[config.mk]
export PLATFORM = sky130hd
export DESIGN_NAME = dual_channel_fir_framer_unit
export DESIGN_NICKNAME = d
export VERILOG_FILES = /design/src/rtl/dcff_pkg.sv /design/src/rtl/dcff_cell.sv /design/src/rtl/dual_channel_fir_framer_unit.sv
export SDC_FILE = /design/constraint.sdc
export NUM_CORES = 2
export LEC_CHECK = 0
export ABC_AREA = 1
export BUFFER_PORTS_ARGS = -buffer_cell sky130_fd_sc_hd__buf_2
export CORE_ASPECT_RATIO = 0.6
export CORE_MARGIN = 5
export CORE_UTILIZATION = 30
export CTS_CLUSTER_SIZE = 12
export DETAILED_ROUTE_END_ITERATION = 10
export PLACE_DENSITY = 0.49
export SLEW_MARGIN = 20
export SYNTH_ARGS = -nofsm -noshare
export SYNTH_HDL_FRONTEND = slang
export SYNTH_SLANG_ARGS = --single-unit
[constraint.sdc]
create_clock -name clk -period 7.5 [get_ports clk]
set_input_delay 0.75 -clock clk [delete_from_list [all_inputs] [get_ports clk]]
set_output_delay 0.75 -clock clk [all_outputs]
set_load 0.005 [all_outputs]
[src/rtl/dcff_pkg.sv]
`default_nettype none
package dcff_pkg;

	localparam int COEF_SLOTS = 64;
	localparam int COEF_W     = 8;

	localparam logic signed [COEF_W-1:0] COEF_TABLE [COEF_SLOTS] = '{
		-8'sd1,   8'sd0,   8'sd1,  -8'sd1,  -8'sd4,  -8'sd2,   8'sd6,   8'sd9,
		-8'sd7,  -8'sd25, -8'sd5,   8'sd62,  8'sd127, 8'sd127, 8'sd62, -8'sd5,
		-8'sd25, -8'sd7,   8'sd9,   8'sd6,  -8'sd2,  -8'sd4,  -8'sd1,   8'sd1,
		8'sd0,   -8'sd1,   8'sd0,   8'sd0,   8'sd0,   8'sd0,   8'sd0,   8'sd0,
		8'sd0,    8'sd0,   8'sd0,   8'sd0,   8'sd0,   8'sd0,   8'sd0,   8'sd0,
		8'sd0,    8'sd0,   8'sd0,   8'sd0,   8'sd0,   8'sd0,   8'sd0,   8'sd0,
		8'sd0,    8'sd0,   8'sd0,   8'sd0,   8'sd0,   8'sd0,   8'sd0,   8'sd0,
		8'sd0,    8'sd0,   8'sd0,   8'sd0,   8'sd0,   8'sd0,   8'sd0,   8'sd0
	};

	// channel codes
	localparam logic CH_X = 1'b0;
	localparam logic CH_Y = 1'b1;

	// token: a shift request to every cell, or the tag of a partial sum moving along the cell row
	typedef struct packed {
		logic vld;
		logic ch;
	} tok_t;

endpackage
`default_nettype wire

[src/rtl/dcff_cell.sv]
`default_nettype none
module dcff_cell #(
	parameter int SAMPLE_BITS = 8,
	parameter int ACC_W       = 18
) (
	input  wire logic                              clk,
	input  wire logic                              arst_n,
	input  wire dcff_pkg::tok_t                    shift,
	input  wire logic [SAMPLE_BITS-1:0]            x_in,
	input  wire logic [SAMPLE_BITS-1:0]            y_in,
	output logic      [SAMPLE_BITS-1:0]            x_q,
	output logic      [SAMPLE_BITS-1:0]            y_q,
	input  wire logic signed [dcff_pkg::COEF_W-1:0] coef,
	input  wire dcff_pkg::tok_t                    tok_in,
	input  wire logic signed [ACC_W-1:0]           acc_in,
	output dcff_pkg::tok_t                         tok_q,
	output logic signed [ACC_W-1:0]                acc_q
);

	logic [SAMPLE_BITS-1:0] sel;
	logic signed [ACC_W-1:0] prod;

	assign sel  = (tok_in.ch == dcff_pkg::CH_Y) ? y_q : x_q;
	assign prod = ACC_W'(coef) * ACC_W'($signed({1'b0, sel}));

	always_ff @(posedge clk or negedge arst_n) begin
		if (!arst_n) begin
			x_q <= '0;
			y_q <= '0;
		end else if (shift.vld) begin
			if (shift.ch == dcff_pkg::CH_Y) begin
				y_q <= y_in;
			end else begin
				x_q <= x_in;
			end
		end
	end

	always_ff @(posedge clk or negedge arst_n) begin
		if (!arst_n) begin
			tok_q <= '0;
		end else begin
			tok_q <= tok_in;
		end
	end

	always_ff @(posedge clk) begin
		acc_q <= acc_in + prod;
	end

endmodule
`default_nettype wire

[src/rtl/dual_channel_fir_framer_unit.sv]
// An input transfer is registered in start_q, then passes the TAPS cell registers and
// the output register before out_valid. The partial sum walks the row of TAPS cells
// one cell per cycle, and one item is in the row at a time.
// A finished result may wait in the output stage while the next item is taken.
// Reset (arst_n low, asynchronous): delay lines cleared, filtering on, channel X next.
`default_nettype none
module dual_channel_fir_framer_unit #(
	parameter int TAPS        = 26,
	parameter int SAMPLE_BITS = 8
) (
	input  wire logic              clk,
	input  wire logic              arst_n,
	input  wire logic              in_valid,
	output logic                   in_ready,
	input  wire logic [7:0]        sample,
	input  wire logic              button_pressed,
	input  wire logic              digital_a,
	input  wire logic              digital_b,
	output logic                   out_valid,
	input  wire logic              out_ready,
	output logic [7:0]             frame_first,
	output logic [7:0]             frame_second,
	output logic [7:0]             frame_third,
	output logic signed [15:0]     filtered_value,
	output logic                   channel_out
);

	localparam int ACC_W = SAMPLE_BITS + 10;
	localparam int SAT_W = (ACC_W > 16) ? ACC_W : 17;
	localparam logic signed [SAT_W-1:0] SAT_MAX = SAT_W'(32767);
	localparam logic signed [SAT_W-1:0] SAT_MIN = -SAT_W'(32768);
	localparam logic [1:0] SYNC_SECOND = 2'b10;
	localparam logic [1:0] SYNC_THIRD  = 2'b01;

	typedef struct packed {
		logic [7:0]        f1;
		logic [7:0]        f2;
		logic [7:0]        f3;
		logic signed [15:0] value;
		logic              ch;
	} res_t;

	logic in_fire, out_take, done;
	logic busy_q, nxt_ch_q, en_q;
	logic pass_q, da_q, db_q;
	logic [SAMPLE_BITS-1:0] smp, raw_q;
	dcff_pkg::tok_t start_q, shift;
	logic out_v_q, hold_v_q;
	res_t out_q, hold_q, res;
	logic signed [SAT_W-1:0] acc_ext;
	logic signed [15:0] sat_val, value;

	logic [SAMPLE_BITS-1:0] x_w [TAPS];
	logic [SAMPLE_BITS-1:0] y_w [TAPS];
	dcff_pkg::tok_t         tok_w [TAPS];
	logic signed [ACC_W-1:0] acc_w [TAPS];

	generate
		if (SAMPLE_BITS >= 8) begin : g_wide
			assign smp = SAMPLE_BITS'(sample);
		end else begin : g_narrow
			assign smp = sample[SAMPLE_BITS-1:0];
		end
	endgenerate

	assign in_ready  = !busy_q && !hold_v_q;
	assign in_fire   = in_valid && in_ready;
	assign out_take  = out_v_q && out_ready;
	assign shift     = '{vld: in_fire, ch: nxt_ch_q};

	genvar k;
	generate
		for (k = 0; k < TAPS; k++) begin : g_cell
			if (k == 0) begin : g_head
				dcff_cell #(.SAMPLE_BITS(SAMPLE_BITS), .ACC_W(ACC_W)) u_cell (
					.clk    (clk),
					.arst_n (arst_n),
					.shift  (shift),
					.x_in   (smp),
					.y_in   (smp),
					.x_q    (x_w[k]),
					.y_q    (y_w[k]),
					.coef   (dcff_pkg::COEF_TABLE[k]),
					.tok_in (start_q),
					.acc_in ('0),
					.tok_q  (tok_w[k]),
					.acc_q  (acc_w[k])
				);
			end else begin : g_body
				dcff_cell #(.SAMPLE_BITS(SAMPLE_BITS), .ACC_W(ACC_W)) u_cell (
					.clk    (clk),
					.arst_n (arst_n),
					.shift  (shift),
					.x_in   (x_w[k-1]),
					.y_in   (y_w[k-1]),
					.x_q    (x_w[k]),
					.y_q    (y_w[k]),
					.coef   (dcff_pkg::COEF_TABLE[k]),
					.tok_in (tok_w[k-1]),
					.acc_in (acc_w[k-1]),
					.tok_q  (tok_w[k]),
					.acc_q  (acc_w[k])
				);
			end
		end
	endgenerate

	assign done    = tok_w[TAPS-1].vld;
	assign acc_ext = SAT_W'(acc_w[TAPS-1]);

	always_comb begin
		if (acc_ext > SAT_MAX) begin
			sat_val = 16'sd32767;
		end else if (acc_ext < SAT_MIN) begin
			sat_val = -16'sd32768;
		end else begin
			sat_val = acc_ext[15:0];
		end
		value     = pass_q ? $signed(16'(raw_q)) : sat_val;
		res.value = value;
		res.ch    = tok_w[TAPS-1].ch;
		res.f1    = {1'b1, tok_w[TAPS-1].ch, da_q, db_q, value[15:12]};
		res.f2    = {SYNC_SECOND, value[11:6]};
		res.f3    = {SYNC_THIRD, value[5:0]};
	end

	always_ff @(posedge clk or negedge arst_n) begin
		if (!arst_n) begin
			busy_q   <= 1'b0;
			nxt_ch_q <= dcff_pkg::CH_X;
			en_q     <= 1'b1;
			start_q  <= '0;
		end else begin
			start_q.vld <= in_fire;
			start_q.ch  <= nxt_ch_q;
			if (in_fire) begin
				busy_q   <= 1'b1;
				nxt_ch_q <= ~nxt_ch_q;
				en_q     <= en_q ^ button_pressed;
			end else if (done) begin
				busy_q <= 1'b0;
			end
		end
	end

	always_ff @(posedge clk) begin
		if (in_fire) begin
			pass_q <= !(en_q ^ button_pressed);
			raw_q  <= smp;
			da_q   <= digital_a;
			db_q   <= digital_b;
		end
	end

	always_ff @(posedge clk or negedge arst_n) begin
		if (!arst_n) begin
			out_v_q  <= 1'b0;
			hold_v_q <= 1'b0;
		end else begin
			if (done) begin
				if (out_v_q && !out_ready) begin
					hold_v_q <= 1'b1;
				end else begin
					out_v_q <= 1'b1;
				end
			end else if (hold_v_q && out_take) begin
				hold_v_q <= 1'b0;
			end else if (out_take) begin
				out_v_q <= 1'b0;
			end
		end
	end

	always_ff @(posedge clk) begin
		if (done) begin
			if (out_v_q && !out_ready) begin
				hold_q <= res;
			end else begin
				out_q <= res;
			end
		end else if (hold_v_q && out_take) begin
			out_q <= hold_q;
		end
	end

	assign out_valid      = out_v_q;
	assign frame_first    = out_q.f1;
	assign frame_second   = out_q.f2;
	assign frame_third    = out_q.f3;
	assign filtered_value = out_q.value;
	assign channel_out    = out_q.ch;

endmodule
`default_nettype wire

==> run_summary.xml <==
<?xml version="1.0" encoding="UTF-8"?>
<metrics>
  <group name="clock_network">
    <metric name="worst_case_clock_buffer_depth" unit="">3</metric>
    <metric name="cts_post_setup_buffers_inserted" unit="">0</metric>
    <metric name="clockRootBuffer" unit="">sky130_fd_sc_hd__clkbuf_16</metric>
    <metric name="clock-sinks" unit="">986</metric>
    <metric name="htree_levels" unit="">3</metric>
    <metric name="cts_tree" unit="">yes</metric>
    <metric name="clkSlewWorstSetupHoldPaths" unit="ns">0.07</metric>
    <metric name="post_cts.resized_instances" unit="">0</metric>
    <metric name="ctsHoldBuffers" unit="">0</metric>
    <metric name="clk-insertion-delay-late" unit="ns">0.73</metric>
    <metric name="cts_made_buffers" unit="">102</metric>
  </group>
  <group name="sta">
    <metric name="finalSetupViolCount" unit="">0</metric>
    <metric name="drv_slew" unit="">0</metric>
    <metric name="finalHoldViolCount" unit="">0</metric>
    <metric name="timing_worst_slew_pin_value" unit="ns">1.13</metric>
    <metric name="relSlewSlack" unit="">0.239</metric>
    <metric name="final_period_demand_of_the_worst_path" unit="ns">6.51</metric>
    <metric name="post-route-period-util" unit="">0.868</metric>
    <metric name="rsz0062_at_grt" unit="">no</metric>
    <metric name="finalClockSkew" unit="ns">0.0392</metric>
    <metric name="final.setup.tns" unit="ns">0</metric>
    <metric name="achievable-frequency" unit="MHz">154</metric>
  </group>
  <group name="synth">
    <metric name="ys.warnings.count" unit="">0</metric>
    <metric name="synth_edf_count" unit="">49</metric>
    <metric name="synth.ff_latch_count" unit="">986</metric>
    <metric name="yosysUniqueCellTypes" unit="">44</metric>
    <metric name="async_flop_share" unit="">0.482</metric>
    <metric name="synth_area" unit="um2">60100</metric>
    <metric name="post_synth_main_area_contributors" unit="">sky130_fd_sc_hd__dfrtp_1 20%, sky130_fd_sc_hd__dfxtp_1 15%, sky130_fd_sc_hd__nand2_1 14%</metric>
    <metric name="synth_top_cell_area_share" unit="">0.197</metric>
    <metric name="ys_seq_area_frac" unit="">0.376</metric>
    <metric name="synthesis.instances" unit="">7653</metric>
    <metric name="synth_largest_area_cell" unit="">sky130_fd_sc_hd__dfrtp_1</metric>
    <metric name="synth_area_per_cell" unit="um2">7.85</metric>
    <metric name="synth-main-ff-cell" unit="">sky130_fd_sc_hd__dfrtp_1</metric>
  </group>
  <group name="detailed_routing">
    <metric name="drtIter0Drc" unit="">3663</metric>
    <metric name="vias" unit="">47800</metric>
    <metric name="route.detailed.wl_per_inst" unit="um">14.9</metric>
    <metric name="route.antenna.remaining_nets" unit="">0</metric>
    <metric name="routed_wl" unit="mm">155</metric>
    <metric name="detailedRoute.firstPassIterationCount" unit="">5</metric>
    <metric name="drt_drc_violations_left" unit="">0</metric>
    <metric name="via_per_inst" unit="">4.59</metric>
  </group>
  <group name="die">
    <metric name="die_height" unit="um">357</metric>
    <metric name="core_region_area" unit="um2">199000</metric>
    <metric name="design.portCount" unit="">58</metric>
    <metric name="fp.dieArea" unit="um2">210000</metric>
    <metric name="placementRows" unit="">127</metric>
    <metric name="die_w" unit="um">588</metric>
    <metric name="floorplan.initialDensity" unit="">0.301</metric>
  </group>
  <group name="critical_path">
    <metric name="cpMostUsedCell" unit="">sky130_fd_sc_hd__nand2_1</metric>
    <metric name="timing.critical_path.required" unit="ns">8.11</metric>
    <metric name="worst_path_max_delay_cell" unit="">sky130_fd_sc_hd__o21ai_0</metric>
    <metric name="worstPathMaxFanout" unit="">17</metric>
    <metric name="crit_path_start_kind" unit="">flip-flop</metric>
    <metric name="timing_worst_setup_path_type" unit="">reg -&gt; reg</metric>
    <metric name="critical_path_arrival" unit="ns">7.12</metric>
    <metric name="worst_path_largest_cell_delay" unit="ns">0.74</metric>
    <metric name="critPathCaptureType" unit="">flip-flop</metric>
    <metric name="cp.buffers_inverters" unit="">7</metric>
    <metric name="cp_top_family" unit="">adder cells</metric>
  </group>
  <group name="flow_run">
    <metric name="max_cap_violations" unit="">0</metric>
  </group>
  <group name="power">
    <metric name="combinationalPowerShare" unit="">0.006</metric>
    <metric name="total_switching_power" unit="mW">2.36</metric>
    <metric name="total_leakage_power" unit="nW">34.7</metric>
    <metric name="p_per_area" unit="nW/um2">158</metric>
    <metric name="peakVddDrop" unit="V">0.000180</metric>
    <metric name="part_of_the_total_power_dissipated_in_sequential_elements" unit="">0.507</metric>
    <metric name="p_int" unit="mW">8.11</metric>
    <metric name="power.switching_fraction" unit="">0.225</metric>
    <metric name="pwr-share-clk" unit="">0.487</metric>
  </group>
  <group name="global_route">
    <metric name="globalRouteTotalUtil" unit="">0.145</metric>
    <metric name="grt_antenna_before_repair" unit="">1</metric>
    <metric name="grt_start_max_net_pins" unit="">184</metric>
    <metric name="grt_remaining_overflow" unit="">0</metric>
    <metric name="vias_in_the_first_global_route" unit="">44700</metric>
    <metric name="grt_pass1_wl" unit="mm">249</metric>
  </group>
  <group name="final_layout">
    <metric name="final_cell_mix" unit="">2247 x sky130_fd_sc_hd__nand2_1, 1070 x sky130_fd_sc_hd__inv_1, 592 x sky130_fd_sc_hd__ha_1</metric>
    <metric name="post_layout_nonfiller_instances" unit="">10400</metric>
    <metric name="fill_cell_instance_count_of_the_final_layout" unit="">21100</metric>
    <metric name="layout_commonest_cell" unit="">sky130_fd_sc_hd__nand2_1</metric>
    <metric name="syn2layout_area_growth" unit="%">10.5</metric>
    <metric name="final_nets" unit="">8442</metric>
    <metric name="final_cell_area" unit="um2">66400</metric>
    <metric name="layout-drive-gt1-share" unit="">0.0387</metric>
  </group>
  <group name="status">
    <metric name="run_status" unit="">complete, no violations</metric>
  </group>
  <group name="place">
    <metric name="estimated_wirelength_of_the_detail_placed_design" unit="mm">120</metric>
    <metric name="placed_cells" unit="">10200</metric>
    <metric name="gp_congestion" unit="">0.850</metric>
    <metric name="post_place_cell_area" unit="um2">63100</metric>
    <metric name="placement.io_buffers" unit="">52</metric>
  </group>
  <group name="worst_hold_path">
    <metric name="min-delay-path-class" unit="">in -&gt; async</metric>
  </group>
</metrics>
==> power groups by stage <==
| stage | combinational, mW | clock, mW | sequential (mW) |
|---|---|---|---|
| floorplan | 0.00282 | 0 | 5.42 |
| global placement | 0.0655 | 0 | 5.42 |
| detailed placement | 0.0657 | 0 | 5.42 |
| CTS | 0.0658 | 5.30 | 5.31 |
| global route | 0.0733 | 5.54 | 5.31 |
| finish | 0.0605 | 5.10 | 5.31 |
==> worst paths after layout <==
check / startpoint / end / slack [ns] / cells after the start
worst max-delay path: g_cell[12].g_body.u_cell.tok_q[0] / g_cell[13].g_body.u_cell.acc_q[15] / 0.99 / 27
worst min-delay path: arst_n / g_cell[24].g_body.u_cell.x_q[7] / 0.07 / 1
max in group asynchronous: arst_n / g_cell[1].g_body.u_cell.x_q[4] / 5.91 / 2
worst min register to register: g_cell[23].g_body.u_cell.acc_q[13] / g_cell[24].g_body.u_cell.acc_q[13] / 0.31 / 0
min in group clk: digital_b / db_q / 0.19 / 1
worst max register to register: g_cell[12].g_body.u_cell.tok_q[0] / g_cell[13].g_body.u_cell.acc_q[15] / 0.99 / 27
==> final cells by class <==
| cell class | instances | area (um2) | share of cell area |
|---|---|---|---|
| well taps | 2644 | 3310 | 0.0498 |
| flip-flops and latches | 986 | 22600 | 0.341 |
| clock inverters | 25 | 369 | 0.00556 |
| inverters | 1072 | 4030 | 0.0607 |
| repair buffers | 68 | 453 | 0.00682 |
| clock buffers | 167 | 2920 | 0.0439 |
| diodes | 1 | 2.50 | 0.0000377 |
| multi-input cells | 5458 | 32700 | 0.493 |
==> registers in the layout, summed over array words and instances (netlist names) <==
name                        count
da_q                            1
nxt_ch_q                        1
raw_q                           8
out_valid                       1
en_q                            1
g_cell.g_head.u_cell.x_q        8
g_cell.g_head.u_cell.acc_q     15
g_cell.g_head.u_cell.y_q        8
frame_first                     4
g_cell.g_body.u_cell.acc_q    447
g_cell.g_head.u_cell.tok_q      2
busy_q                          1
g_cell.g_body.u_cell.x_q      200
pass_q                          1
hold_v_q                        1
g_cell.g_body.u_cell.y_q      200
db_q                            1
filtered_value                 15
start_q                         2
g_cell.g_body.u_cell.tok_q     50
hold_q                         19
==> synthesized netlist by cell type, types with 44 or more instances <==
cell type	number
sky130_fd_sc_hd__a21o_1	46
sky130_fd_sc_hd__buf_2	44
sky130_fd_sc_hd__nand3_1	393
sky130_fd_sc_hd__xor2_1	245
sky130_fd_sc_hd__edfxtp_1	49
sky130_fd_sc_hd__inv_1	1071
sky130_fd_sc_hd__nor3_1	47
sky130_fd_sc_hd__dfrtp_1	474
sky130_fd_sc_hd__nand2_1	2247
sky130_fd_sc_hd__dfxtp_1	462
sky130_fd_sc_hd__xnor2_1	76
sky130_fd_sc_hd__clkbuf_1	50
sky130_fd_sc_hd__nor2_1	429
sky130_fd_sc_hd__o21ai_0	493
sky130_fd_sc_hd__fa_1	147
sky130_fd_sc_hd__a21oi_1	367
sky130_fd_sc_hd__ha_1	592
sky130_fd_sc_hd__o21ai_1	72
sky130_fd_sc_hd__o21a_1	46
sky130_fd_sc_hd__nand4_1	62
==> per-layer routing <==
layer  vias to the layer above  track usage  share of wire
met5                         -            0              0
met4                         0       0.0184          0.011
met3                       104       0.0208          0.046
met2                       822        0.170           0.33
met1                     22400        0.263           0.61
li1                      24500            -              -
==> cells by family (layout without fill, tap and decap cells) <==
kind of cell             count (synthesis)  count (layout)  share of synthesized area
buffers and inverters                 1212            1332                     0.0798
AO/OA/AOI/OAI                         1076            1076                     0.0953
AND/OR/NAND/NOR                       3275            3275                      0.222
multiplexers                            42              42                    0.00787
other                                    2               6                   0.000125
XOR/XNOR                               321             321                     0.0468
adder cells (fa/ha/maj)                739             739                      0.172
flip-flops                             986             986                      0.376
==> metrics by stage <==
step	setup slack [ns]	power (mW)	util	hold WS, ns
2_1_floorplan	2.03	5.42	-	0.310
3_3_place_gp	0.892	5.49	0.316	0.312
3_5_place_dp	1.10	5.49	0.316	0.312
4_1_cts	1.06	10.7	0.333	0.0836
5_1_grt	0.614	10.9	0.333	0.116
6_report	0.991	10.5	0.333	0.0707
No activity file was read; power rests on OpenSTA's default activity.
